===== config.mk =====
export PLATFORM = sky130hd
export DESIGN_NAME = point_in_convex_polygon
export DESIGN_NICKNAME = d
export VERILOG_FILES = /design/src/design/pic_pkg.sv /design/src/design/pic_vstore.sv /design/src/design/pic_edge_unit.sv /design/src/design/pic_seq.sv /design/src/design/point_in_convex_polygon.sv
export SDC_FILE = /design/constraint.sdc
export NUM_CORES = 2
export LEC_CHECK = 0
export BUFFER_PORTS_ARGS = -buffer_cell sky130_fd_sc_hd__buf_4
export CORE_ASPECT_RATIO = 2
export CORE_MARGIN = 2
export CORE_UTILIZATION = 55
export CTS_CLUSTER_SIZE = 10
export DETAILED_ROUTE_END_ITERATION = 8
export PLACE_DENSITY_LB_ADDON = 0.2
export REMOVE_ABC_BUFFERS = 1
export SLEW_MARGIN = 10
export SYNTH_ARGS = -nofsm -noshare
export SYNTH_HDL_FRONTEND = slang
export SYNTH_SLANG_ARGS = --single-unit

===== constraint.sdc =====
create_clock -name clock -period 6.2 [get_ports clock]
set_input_delay 0.93 -clock clock [delete_from_list [all_inputs] [get_ports clock]]
set_output_delay 0.93 -clock clock [all_outputs]
set_load 0.005 [all_outputs]

===== src/design/pic_pkg.sv =====
// shared types and codes for the point-in-convex-polygon block
// no dependencies; imported by the edge unit, the sequencer and the top level
package pic_pkg;

   // item command codes
   localparam logic CMD_LOAD  = 1'b0;
   localparam logic CMD_QUERY = 1'b1;

   // result location codes
   localparam logic [1:0] LOC_INSIDE   = 2'd0;
   localparam logic [1:0] LOC_BOUNDARY = 2'd1;
   localparam logic [1:0] LOC_OUTSIDE  = 2'd2;

   // register file
   localparam int  CSR_ADDR_W       = 3;
   localparam logic REG_VERTEX_COUNT = 1'b0;
   localparam int  VCOUNT_W         = 5;
   localparam logic [VCOUNT_W-1:0] VCOUNT_RESET = 5'd3;
   localparam int  MIN_VERTICES     = 3;

   // side of an edge the point lies on
   typedef enum logic [1:0] {
      SIDE_ZERO = 2'd0,
      SIDE_POS  = 2'd1,
      SIDE_NEG  = 2'd2
   } side_type;

   // sequencer states
   typedef enum logic [1:0] {
      ST_IDLE  = 2'd0,
      ST_ISSUE = 2'd1,
      ST_DRAIN = 2'd2
   } state_type;

   // marks one edge entering the edge pipeline
   typedef struct packed {
      logic valid;
      logic first;
      logic last;
   } edge_tag_type;

   // per-edge outcome leaving the edge pipeline
   typedef struct packed {
      logic     valid;
      logic     first;
      logic     last;
      side_type side;
      logic     on_seg;
   } edge_res_type;

endpackage


===== src/design/pic_vstore.sv =====
// vertex store: one write port, one read port, registered read data
// depends on nothing but its parameters
module pic_vstore #(
   parameter int DEPTH = 16,
   parameter int AW    = 4,
   parameter int DW    = 32
) (
   input  logic          clock,
   input  logic          wr_en,
   input  logic [AW-1:0] wr_addr,
   input  logic [DW-1:0] wr_data,
   input  logic          rd_en,
   input  logic [AW-1:0] rd_addr,
   output logic [DW-1:0] rd_data
);

   logic [DW-1:0] mem [DEPTH];
   logic [DW-1:0] rd_data_ff;

   // write port
   always_ff @(posedge clock) begin
      if (wr_en) begin
         mem[wr_addr] <= wr_data;
      end
   end

   // read port, registered read data
   always_ff @(posedge clock) begin
      if (rd_en) begin
         rd_data_ff <= mem[rd_addr];
      end
   end

   assign rd_data = rd_data_ff;

endmodule


===== src/design/pic_edge_unit.sv =====
// edge test pipeline: differences and bounding box, two products, side sign
// depends on pic_pkg
module pic_edge_unit #(
   parameter int CW = 16
) (
   input  logic                   clock,
   input  logic                   reset,
   input  pic_pkg::edge_tag_type  tag_in,
   input  logic signed [CW-1:0]   prev_x,
   input  logic signed [CW-1:0]   prev_y,
   input  logic signed [CW-1:0]   cur_x,
   input  logic signed [CW-1:0]   cur_y,
   input  logic signed [CW-1:0]   pt_x,
   input  logic signed [CW-1:0]   pt_y,
   output pic_pkg::edge_res_type  res_out
);
   import pic_pkg::*;

   localparam int DW1 = CW + 1;
   localparam int PW  = 2 * DW1;

   edge_tag_type           tag1_ff, tag2_ff;
   logic signed [DW1-1:0]  ex_ff, ey_ff, ox_ff, oy_ff;
   logic signed [DW1-1:0]  ex_in, ey_in, ox_in, oy_in;
   logic                   inbox_in, inbox1_ff, inbox2_ff;
   logic signed [CW-1:0]   lo_x, hi_x, lo_y, hi_y;
   logic signed [PW-1:0]   p1_ff, p2_ff, p1_in, p2_in;
   edge_res_type           res_ff, res_in;

   // stage 1: edge vector, point offset, bounding box check
   always_comb begin
      ex_in = DW1'(cur_x) - DW1'(prev_x);
      ey_in = DW1'(cur_y) - DW1'(prev_y);
      ox_in = DW1'(pt_x) - DW1'(prev_x);
      oy_in = DW1'(pt_y) - DW1'(prev_y);
      lo_x  = (prev_x < cur_x) ? prev_x : cur_x;
      hi_x  = (prev_x < cur_x) ? cur_x : prev_x;
      lo_y  = (prev_y < cur_y) ? prev_y : cur_y;
      hi_y  = (prev_y < cur_y) ? cur_y : prev_y;
      inbox_in = (pt_x >= lo_x) && (pt_x <= hi_x) && (pt_y >= lo_y) && (pt_y <= hi_y);
   end

   always_ff @(posedge clock) begin
      ex_ff     <= ex_in;
      ey_ff     <= ey_in;
      ox_ff     <= ox_in;
      oy_ff     <= oy_in;
      inbox1_ff <= inbox_in;
   end

   // stage 2: the two cross product terms
   always_comb begin
      p1_in = PW'(ex_ff) * PW'(oy_ff);
      p2_in = PW'(ey_ff) * PW'(ox_ff);
   end

   always_ff @(posedge clock) begin
      p1_ff     <= p1_in;
      p2_ff     <= p2_in;
      inbox2_ff <= inbox1_ff;
   end

   // stage 3: sign of the difference and on-segment flag
   always_comb begin
      res_in.valid = tag2_ff.valid;
      res_in.first = tag2_ff.first;
      res_in.last  = tag2_ff.last;
      if (p1_ff > p2_ff) begin
         res_in.side = SIDE_POS;
      end else if (p1_ff < p2_ff) begin
         res_in.side = SIDE_NEG;
      end else begin
         res_in.side = SIDE_ZERO;
      end
      res_in.on_seg = (p1_ff == p2_ff) && inbox2_ff;
   end

   always_ff @(posedge clock) begin
      if (reset) begin
         tag1_ff <= '0;
         tag2_ff <= '0;
         res_ff  <= '0;
      end else begin
         tag1_ff <= tag_in;
         tag2_ff <= tag1_ff;
         res_ff  <= res_in;
      end
   end

   assign res_out = res_ff;

   // a valid edge result only follows a valid input tag carried through tag1, tag2 and the result register
   a_res_follows_tag: assert property (@(posedge clock) disable iff (reset)
      res_out.valid |-> $past(tag_in.valid, 3))
      else $error("edge result without matching tag");

endmodule


===== src/design/pic_seq.sv =====
// query sequencer: walks the vertex store, feeds edges, folds edge results
// depends on pic_pkg
module pic_seq #(
   parameter int CW    = 16,
   parameter int AW    = 4,
   parameter int CNT_W = 5
) (
   input  logic                   clock,
   input  logic                   reset,
   input  logic                   query_go,
   input  logic signed [CW-1:0]   query_x,
   input  logic signed [CW-1:0]   query_y,
   input  logic [CNT_W-1:0]       n_vertices,
   output logic                   rd_en,
   output logic [AW-1:0]          rd_addr,
   input  logic [2*CW-1:0]        rd_data,
   output pic_pkg::edge_tag_type  tag_out,
   output logic signed [CW-1:0]   prev_x,
   output logic signed [CW-1:0]   prev_y,
   output logic signed [CW-1:0]   cur_x,
   output logic signed [CW-1:0]   cur_y,
   output logic signed [CW-1:0]   pt_x,
   output logic signed [CW-1:0]   pt_y,
   input  pic_pkg::edge_res_type  res_in,
   output logic                   busy,
   output logic                   rsp_valid,
   output logic [1:0]             rsp_location
);
   import pic_pkg::*;

   state_type             state_ff, state_in;
   logic [CNT_W-1:0]      step_ff, step_in, n_ff;
   logic signed [CW-1:0]  px_ff, py_ff;
   logic                  iss_v_ff, iss_zero_ff, iss_first_ff, iss_close_ff;
   logic signed [CW-1:0]  v0x_ff, v0y_ff, prvx_ff, prvy_ff;
   logic signed [CW-1:0]  vtx_x, vtx_y;
   side_type              first_side_ff;
   logic                  boundary_ff, mismatch_ff, boundary_in, mismatch_in;
   logic                  rsp_valid_ff;
   logic [1:0]            loc_ff;

   // state register
   always_ff @(posedge clock) begin
      if (reset) begin
         state_ff <= ST_IDLE;
         step_ff  <= '0;
      end else begin
         state_ff <= state_in;
         step_ff  <= step_in;
      end
   end

   // next state and read issue
   always_comb begin
      state_in = state_ff;
      step_in  = step_ff;
      rd_en    = 1'b0;
      unique case (state_ff)
         ST_IDLE: begin
            if (query_go) begin
               state_in = ST_ISSUE;
               step_in  = '0;
            end
         end
         ST_ISSUE: begin
            rd_en   = (step_ff < n_ff);
            step_in = step_ff + 1'b1;
            if (step_ff == n_ff) begin
               state_in = ST_DRAIN;
            end
         end
         ST_DRAIN: begin
            if (res_in.valid && res_in.last) begin
               state_in = ST_IDLE;
            end
         end
         default: state_in = ST_IDLE;
      endcase
   end

   assign rd_addr = step_ff[AW-1:0];
   assign busy    = (state_ff != ST_IDLE);

   // query point and vertex count held for the whole walk
   always_ff @(posedge clock) begin
      if (query_go && (state_ff == ST_IDLE)) begin
         px_ff <= query_x;
         py_ff <= query_y;
         n_ff  <= n_vertices;
      end
   end

   // issue marker, lines up with the read data
   always_ff @(posedge clock) begin
      if (reset) begin
         iss_v_ff <= 1'b0;
      end else begin
         iss_v_ff <= (state_ff == ST_ISSUE);
      end
   end

   always_ff @(posedge clock) begin
      iss_zero_ff  <= (step_ff == '0);
      iss_first_ff <= (step_ff == CNT_W'(1));
      iss_close_ff <= (step_ff == n_ff);
   end

   // closing edge returns to vertex 0
   always_comb begin
      vtx_x = iss_close_ff ? v0x_ff : rd_data[CW-1:0];
      vtx_y = iss_close_ff ? v0y_ff : rd_data[2*CW-1:CW];
   end

   always_ff @(posedge clock) begin
      if (iss_v_ff) begin
         prvx_ff <= vtx_x;
         prvy_ff <= vtx_y;
         if (iss_zero_ff) begin
            v0x_ff <= vtx_x;
            v0y_ff <= vtx_y;
         end
      end
   end

   // edge from previous vertex to this one
   assign tag_out.valid = iss_v_ff && !iss_zero_ff;
   assign tag_out.first = iss_first_ff;
   assign tag_out.last  = iss_close_ff;
   assign prev_x = prvx_ff;
   assign prev_y = prvy_ff;
   assign cur_x  = vtx_x;
   assign cur_y  = vtx_y;
   assign pt_x   = px_ff;
   assign pt_y   = py_ff;

   // fold edge results
   always_comb begin
      if (res_in.first) begin
         boundary_in = res_in.on_seg;
         mismatch_in = 1'b0;
      end else begin
         boundary_in = boundary_ff || res_in.on_seg;
         mismatch_in = mismatch_ff || (res_in.side != first_side_ff);
      end
   end

   always_ff @(posedge clock) begin
      if (res_in.valid) begin
         boundary_ff <= boundary_in;
         mismatch_ff <= mismatch_in;
         if (res_in.first) begin
            first_side_ff <= res_in.side;
         end
      end
   end

   // result strobe
   always_ff @(posedge clock) begin
      if (reset) begin
         rsp_valid_ff <= 1'b0;
      end else begin
         rsp_valid_ff <= res_in.valid && res_in.last;
      end
   end

   always_ff @(posedge clock) begin
      if (res_in.valid && res_in.last) begin
         if (boundary_in) begin
            loc_ff <= LOC_BOUNDARY;
         end else if (mismatch_in) begin
            loc_ff <= LOC_OUTSIDE;
         end else begin
            loc_ff <= LOC_INSIDE;
         end
      end
   end

   assign rsp_valid    = rsp_valid_ff;
   assign rsp_location = loc_ff;

   // edges only come back while a query is running
   a_res_while_busy: assert property (@(posedge clock) disable iff (reset)
      res_in.valid |-> (state_ff != ST_IDLE))
      else $error("edge result while idle");

   // each result comes from the closing edge of the previous cycle
   a_rsp_from_last: assert property (@(posedge clock) disable iff (reset)
      rsp_valid |-> $past(res_in.valid && res_in.last))
      else $error("result without closing edge");

   // the walk never passes the closing step
   a_step_bound: assert property (@(posedge clock) disable iff (reset)
      (state_ff == ST_ISSUE) |-> (step_ff <= n_ff))
      else $error("step counter past vertex count");

endmodule


===== src/design/point_in_convex_polygon.sv =====
// top level of the point-in-convex-polygon block: register port, store, walk
// depends on pic_pkg, pic_vstore, pic_edge_unit, pic_seq
//
//   channel   ports                         handshake
//   input     req_cmd/req_vertex_index/     start high, busy low
//             req_coord_x/req_coord_y
//   result    rsp_location                  rsp_valid, one cycle, no backpressure
//   config    psel/penable/pwrite/paddr/    apb, pready always high
//             pwdata/prdata
//
// a load item does not raise busy, so a new item can follow on the next edge
// a query over n vertices keeps busy high through the walk (one store read per vertex,
// then the closing edge) and while the last edge passes the read data register and the edge stages
// the result strobe and the drop of busy come on the same cycle
// reset clears control state and sets the vertex count to 3; the store is not cleared
module point_in_convex_polygon #(
   parameter int MAX_VERTICES = 16,
   parameter int COORD_WIDTH  = 16
) (
   input  logic                            clock,
   input  logic                            reset,
   input  logic                            start,
   output logic                            busy,
   input  logic                            req_cmd,
   input  logic [3:0]                      req_vertex_index,
   input  logic signed [15:0]              req_coord_x,
   input  logic signed [15:0]              req_coord_y,
   output logic                            rsp_valid,
   output logic [1:0]                      rsp_location,
   input  logic                            psel,
   input  logic                            penable,
   input  logic                            pwrite,
   input  logic [pic_pkg::CSR_ADDR_W-1:0]  paddr,
   input  logic [31:0]                     pwdata,
   output logic [31:0]                     prdata,
   output logic                            pready
);
   import pic_pkg::*;

   localparam int AW    = $clog2(MAX_VERTICES);
   localparam int CNT_W = $clog2(MAX_VERTICES + 1);
   localparam int CW    = COORD_WIDTH;

   logic [VCOUNT_W-1:0]   vcount_ff;
   logic                  reg_sel;
   logic [CNT_W-1:0]      n_clamped;
   logic signed [CW-1:0]  in_x, in_y;
   logic                  accept, wr_en, query_go;
   logic                  rd_en;
   logic [AW-1:0]         rd_addr;
   logic [2*CW-1:0]       rd_data;
   edge_tag_type          tag;
   edge_res_type          res;
   logic signed [CW-1:0]  prev_x, prev_y, cur_x, cur_y, pt_x, pt_y;

   // register port
   assign reg_sel = (paddr[2] == REG_VERTEX_COUNT);
   assign pready  = 1'b1;

   always_ff @(posedge clock) begin
      if (reset) begin
         vcount_ff <= VCOUNT_RESET;
      end else if (psel && penable && pwrite && reg_sel) begin
         vcount_ff <= pwdata[VCOUNT_W-1:0];
      end
   end

   assign prdata = reg_sel ? 32'(vcount_ff) : 32'd0;

   // vertex count held to the supported range
   always_comb begin
      if (int'(vcount_ff) < MIN_VERTICES) begin
         n_clamped = CNT_W'(MIN_VERTICES);
      end else if (int'(vcount_ff) > MAX_VERTICES) begin
         n_clamped = CNT_W'(MAX_VERTICES);
      end else begin
         n_clamped = CNT_W'(vcount_ff);
      end
   end

   // port bits taken at the stored width, signed from its top bit
   assign in_x = CW'(unsigned'(req_coord_x));
   assign in_y = CW'(unsigned'(req_coord_y));

   // item decode
   assign accept   = start && !busy;
   assign wr_en    = accept && (req_cmd == CMD_LOAD)
                     && (int'(req_vertex_index) < MAX_VERTICES);
   assign query_go = accept && (req_cmd == CMD_QUERY);

   pic_vstore #(
      .DEPTH (MAX_VERTICES),
      .AW    (AW),
      .DW    (2 * CW)
   ) u_vstore (
      .clock   (clock),
      .wr_en   (wr_en),
      .wr_addr (AW'(req_vertex_index)),
      .wr_data ({in_y, in_x}),
      .rd_en   (rd_en),
      .rd_addr (rd_addr),
      .rd_data (rd_data)
   );

   pic_seq #(
      .CW    (CW),
      .AW    (AW),
      .CNT_W (CNT_W)
   ) u_seq (
      .clock        (clock),
      .reset        (reset),
      .query_go     (query_go),
      .query_x      (in_x),
      .query_y      (in_y),
      .n_vertices   (n_clamped),
      .rd_en        (rd_en),
      .rd_addr      (rd_addr),
      .rd_data      (rd_data),
      .tag_out      (tag),
      .prev_x       (prev_x),
      .prev_y       (prev_y),
      .cur_x        (cur_x),
      .cur_y        (cur_y),
      .pt_x         (pt_x),
      .pt_y         (pt_y),
      .res_in       (res),
      .busy         (busy),
      .rsp_valid    (rsp_valid),
      .rsp_location (rsp_location)
   );

   pic_edge_unit #(
      .CW (CW)
   ) u_edge (
      .clock   (clock),
      .reset   (reset),
      .tag_in  (tag),
      .prev_x  (prev_x),
      .prev_y  (prev_y),
      .cur_x   (cur_x),
      .cur_y   (cur_y),
      .pt_x    (pt_x),
      .pt_y    (pt_y),
      .res_out (res)
   );

   // no store write while a query walks the store
   a_no_write_busy: assert property (@(posedge clock) disable iff (reset)
      busy |-> !wr_en)
      else $error("store write during query");

   // a query always raises busy on the next cycle
   a_query_busy: assert property (@(posedge clock) disable iff (reset)
      query_go |=> busy)
      else $error("query accepted without busy");

   // no result while an accepted query has just started
   a_no_early_rsp: assert property (@(posedge clock) disable iff (reset)
      query_go |=> !rsp_valid)
      else $error("result right after query accept");

endmodule

After elaboration in Yosys (flattened, before gate mapping)
Memories as Yosys holds them, arrays and structs flattened. A register that Yosys moved wholly into a read port is not among the register bits.
Index checks and enable logic that the tools add are counted.
{ "word_totals": {"regBits": 274, "mem_bits_rw": 512, "in_bits": 78, "elab_cells": 119, "n_memories": 1} }
{ "memory_table": {"columns": ["name", "depth", "width", "rd", "rd_ports_with_merged_regs", "write_ports", "line", "source"], "rows": [
  ["u_vstore.mem", 16, 32, 1, 1, 1, "pic_vstore.sv:17", "logic [DW-1:0] mem [DEPTH];"]
]} }
{ "op_classes": {"addsub": 5, "mul": 2, "magnitude_cmp": 11, "eq_ne": 9, "n_mux": 22, "bitwise": 2, "n_reduce_logical": 27} }
{ "op_table": {"columns": ["operator", "n"], "rows": [
  ["16-bit two-way mux", 6],
  ["17-bit by 17-bit multiplier with 34-bit output", 2],
  ["16-bit by 16-bit subtractor with 17-bit output", 4],
  ["34-bit equality test", 1],
  ["34-bit greater-than comparator", 1],
  ["34-bit < comparator", 1],
  ["16-bit greater-or-equal comparator", 2],
  ["16-bit <= comparator", 2],
  ["16-bit < comparator", 2],
  ["5-bit two-way mux", 3],
  ["1-bit logical AND", 13],
  ["2-bit two-way mux", 5],
  ["5-bit case mux with 2 select lines", 1],
  ["1-bit two-way mux", 6],
  ["2-bit case mux with 3 select lines", 1],
  ["2-bit AND reduction", 3],
  ["5-bit by 1-bit adder with 5-bit output, second input constant", 1],
  ["5-bit by 1-bit equality test with 1-bit output, second input constant", 1],
  ["5-bit equality test", 1],
  ["5-bit greater-than comparator, second input constant", 1],
  ["5-bit zero test", 1],
  ["5-bit by 2-bit < comparator with 1-bit output, second input constant", 1],
  ["5-bit < comparator", 1],
  ["2-bit by 1-bit inequality test with 1-bit output, second input constant", 2],
  ["other kinds (11)", 16]
]} }

Depth between registers and ports, before layout
{ "logic_depth": {"ltp_word": 7, "mapped_depth": 24, "mapped_depth_nobuf": 22} }

Cells and area by module
Synthesis repeated with hierarchy kept, for this count alone.
{ "hier_totals": {"hier_cells": 4449, "hier_area_um2": 55702.2} }
{ "modules_own_cells": {"columns": ["mod", "n_inst", "cells_per_inst", "area_each_um2", "seq_area_each_um2"], "rows": [
  ["pic_edge_unit", 1, 3309, 30643.1, 3002.9],
  ["pic_vstore", 1, 838, 20174.3, 16335.7],
  ["pic_seq", 1, 234, 4349.2, 3453.3],
  ["point_in_convex_polygon", 1, 68, 535.5, 100.1]
]} }

Worst setup path before layout
OpenSTA, ideal clock, no wires.
{ "synth_path": {"kind": "register to register", "from": "register u_edge.ex_ff[16]", "to": "register u_edge.p1_ff[33]", "arrival_time_ns": 6.087, "required_ns": 6.079, "path_slack_ns": -0.007, "stages_incl_launch_ff": 21, "synth_period_minus_slack_ns": 6.207, "cell_sequence": "dfxtp_1 > clkbuf_1 > nand2_1 > inv_1 > fa_1 > fa_1 > fa_1 > fa_1 > fa_1 > inv_1 > fa_1 > inv_1 > ha_1 > and4_1 > nor3b_2 > nand2_1 > a2111oi_1 > a2111oi_0 > o31ai_1 > a21oi_1 > xnor2_1"} }
{ "synth_between": {"elab_chain_len": 1} }
{ "synth_lines": {"columns": ["item", "line", "source"], "rows": [
  ["from (decl)", "pic_edge_unit.sv:23", "logic signed [DW1-1:0] ex_ff, ey_ff, ox_ff, oy_ff;"],
  ["from (signal assigned)", "pic_edge_unit.sv:44", "ex_ff <= ex_in;"],
  ["17-bit by 17-bit multiplier with 34-bit output", "pic_edge_unit.sv:53", "p1_in = PW'(ex_ff) * PW'(oy_ff);"],
  ["via u_edge.p1_in[33]", "pic_edge_unit.sv:27", "logic signed [PW-1:0] p1_ff, p2_ff, p1_in, p2_in;"],
  ["to (signal assigned)", "pic_edge_unit.sv:58", "p1_ff <= p1_in;"],
  ["to (decl)", "pic_edge_unit.sv:27", null]
]} }
The timed path passes the listed nets, and every way through them passes these cells.
A chain may end at the register's enable or synchronous reset.

Worst setup path after layout
{ "layout_path": {"from": "register u_edge.ex_ff[5]", "to": "register u_edge.p1_ff[32]"} }
The elaborated chain is that of the path after synthesis.

==> impl_metrics.yaml <==
cells_and_area:
  final_cells: 6042
  fin_nets: 5685
  layout-drive-gt1-share_pct: 14.7
  multiInputGateArea_um2: 30000
  area_growth_pct: 11.8
  seq_area_um2: 23000
  fillers: 7812
worst_setup_path:
  reg2reg_to: "u_edge.p1_ff[32]$_DFF_P_"
  crit_type: "flip-flop to flip-flop"
  crit_end: "u_edge.p1_ff[32]$_DFF_P_"
  r2r-start: "u_edge.ex_ff[5]$_DFF_P_"
  startpoint: "u_edge.ex_ff[5]$_DFF_P_"
  critPathCaptureType: "flip-flop"
  timing.critical_path.arrival_ps: 6570
  cp.required_ps: 6780
  r2r_cells: 23
  critPathLaunchType: "flip-flop"
  rrSetupSlack_ps: 220
  worstPathMaxFanout: 8
placed_design:
  place_congestion: 0.920
  port_buffers: 57
  dp.cells: 5907
  hpwlAfterDp_mm: 104
  pre_cts_ws_ps: -168
global_routing:
  track_usage_pct: 27.1
  grt_pass1_vias: 37578
  grt_max_degree: 133
  antenna_found_initial: 7
  overflow: 0
  grt_pass1_wl_mm: 210
timing:
  slew_viol_final: 0
  fin_worst_skew_ps: 60.6
  max_freq_ghz: 0.167
  timing.final.crit_share_pct: 96.5
  fin_ws_ps: 216
  slew_headroom_pct: 32.1
  timing.final.hold_violations: 0
  finalCriticalPeriod_ps: 5980
  tightest_slew_ps: 1010
  setup_violations: 0
drt:
  vias: 34176
  drcViolationCount: 0
  drt_pass1_iterations: 8
  drt-initial-drc-count: 1934
  ant_nets: 0
  viasPerCell: 5.66
  wl_per_cell_um: 22.7
  drt-total-wl_mm: 137
min_path:
  worst_hold_path_type: "flip-flop to flip-flop"
  worst_hold_path.num_cells: 0
logic_synthesis:
  avgSynthCellArea_um2: 12.7
  ys_seq_area_share_pct: 41.0
  synthCells: 4414
  synthArstFlopShare_pct: 0
  synth.largest_area_cell: "edfxtp_1"
  synth.distinct_cells: 78
  synth_area_um2: 55900
  synthTopCellsByArea: "edfxtp_1, fa_1, ha_1, mux4_2, dfxtp_1"
  synth_top_area_share_pct: 35.0
  synthFlopType: "edfxtp_1"
  yosys_warnings: 0
  synth_enable_flop_cells: 651
  ys_ff_latch: 818
clock_tree:
  tritoncts: "done"
  numCtsBuffers: 93
  cts_buffer_depth: 3
  clkTransAtPathRegs_ps: 60
  clockRootBuffer: "clkbuf_16"
  clock-sinks: 818
  cts.htree.levels: 3
  clk_latency_ps: 700
outcome:
  status: "complete, no violations"
floorplan:
  ios: 115
  core_area_um2: 101000
  num_rows: 165
  start_util_pct: 55.3
  die_area_um2: 104000
  die_h_um: 455
  die_x_um: 229
flow_run:
  max_cap_viol_count: 0
[cell type report]
| cell class | instances | share of cell area, % |
|---|---|---|
| diodes | 5 | 0.0200 |
| clock inverters | 7 | 0.234 |
| clock buffers | 120 | 3.99 |
| well taps | 1336 | 2.68 |
| inverters | 709 | 4.26 |
| repair buffers | 297 | 4.07 |
| multi-input cells | 2750 | 48.0 |
| flip-flops and latches | 818 | 36.8 |
[sequential cells by signal, indices dropped and copies added (netlist names), 17 cells and up]
name / count
u_vstore.rd_data: 32
u_edge.ex_ff: 17
u_edge.ey_ff: 17
u_vstore.mem: 512
u_edge.oy_ff: 17
u_edge.p2_ff: 34
u_edge.p1_ff: 34
u_edge.ox_ff: 17
[cells in the final DEF (no fill, tap or decap), types with 24 or more instances in the layout]
cell type,instances
a21o_1,48
a21oi_1,99
and2_1,292
buf_12,24
buf_4,270
clkbuf_16,95
conb_1,28
dfxtp_1,135
edfxtp_1,651
fa_1,592
ha_1,341
inv_1,707
mux2_2,33
mux2i_1,66
mux4_2,160
nand2_1,339
nand2b_1,36
nand3_1,34
nand4_1,26
nor2_1,148
nor2b_1,47
nor3_1,35
o21a_1,36
o21ai_0,41
xnor2_1,92
[repair_timing]
| action | in CTS | in global routing |
|---|---|---|
| gates resized for setup | 13 | 66 |
| cloned | 0 | 0 |
| hold buffers | 0 | 0 |
| setup buffers | 0 | 4 |
| pin swaps | 0 | 20 |
| endpoints found under the setup margin | 6 | 17 |
[Yosys cell counts (all sizes together), types with 10 or more instances]
| cell type | n |
|---|---|
| a211oi | 17 |
| a21boi | 10 |
| a21o | 48 |
| a21oi | 104 |
| and2 | 293 |
| and3 | 10 |
| buf | 50 |
| clkbuf | 113 |
| dfxtp | 167 |
| edfxtp | 651 |
| fa | 596 |
| ha | 342 |
| inv | 709 |
| mux2 | 37 |
| mux2i | 66 |
| mux4 | 160 |
| nand2 | 340 |
| nand2b | 36 |
| nand3 | 35 |
| nand4 | 26 |
| nor2 | 161 |
| nor2b | 47 |
| nor3 | 40 |
| o211ai | 12 |
| o21a | 36 |
| o21ai | 64 |
| or3 | 14 |
| xnor2 | 92 |
| xor2 | 16 |
[worst min path at each step]
stage,from,end,slack [ps]
finish,u_edge.inbox1_ff$_DFF_P_,u_edge.inbox2_ff$_DFF_P_,330
global route,u_edge.inbox1_ff$_DFF_P_,u_edge.inbox2_ff$_DFF_P_,340
CTS,u_edge.inbox1_ff$_DFF_P_,u_edge.inbox2_ff$_DFF_P_,340
global placement,u_edge.inbox1_ff$_DFF_P_,u_edge.inbox2_ff$_DFF_P_,310
detailed placement,u_edge.inbox1_ff$_DFF_P_,u_edge.inbox2_ff$_DFF_P_,310
floorplan,u_edge.inbox1_ff$_DFF_P_,u_edge.inbox2_ff$_DFF_P_,310
[critical path: stages (launching register included)]
cell       delay [ps]
dfxtp_1           400
buf_4             210
and2_1            170
fa_1              530
inv_1              50
fa_1              530
inv_1              50
fa_1              490
fa_1              480
fa_1              510
inv_1              50
fa_1              470
inv_1              40
ha_1              280
buf_4             140
o2111ai_1         110
a31oi_1           190
o21ai_0           110
a31oi_2           260
a31oi_1           160
buf_4             170
o2111ai_2         200
a21oi_1           120
xnor2_1           120
[per-stage QoR]
step / util [%] / area, um2 / TNS (ps) / hold slack [ps]
after global placement: 59.0 / 59500 / -241 / 314
after floorplan: - / 55200 / -55730 / 310
after detailed placement: 59.0 / 59500 / -315 / 313
after CTS: 61.6 / 62200 / 0 / 336
final: 61.9 / 62500 / 0 / 331
after global routing: 61.9 / 62500 / -43.1 / 335
[logic make-up (layout without fill, tap and decap cells)]
| family | Yosys count | count (layout) | synth area share (%) |
|---|---|---|---|
| other | 2 | 33 | 0.0134 |
| xor gates and xnor gates | 108 | 108 | 1.69 |
| and+or+nand+nor | 1029 | 1029 | 9.17 |
| buffers and inverters | 872 | 1133 | 6.11 |
| muxes | 263 | 263 | 8.39 |
| DFF | 818 | 818 | 41.0 |
| AOI/OAI and AO/OA | 384 | 384 | 4.64 |
| adders and majority gates | 938 | 938 | 29.0 |
[metal layers]
layer	global-route usage, %	share of wire, %
met3	3.67	3.6
met4	20.5	8.7
met1	24.9	31
met2	52.9	57
met5	0	0.028
Power is not shown: default switching activity piles up to over one toggle a cycle in this logic, so the estimate is an artifact.
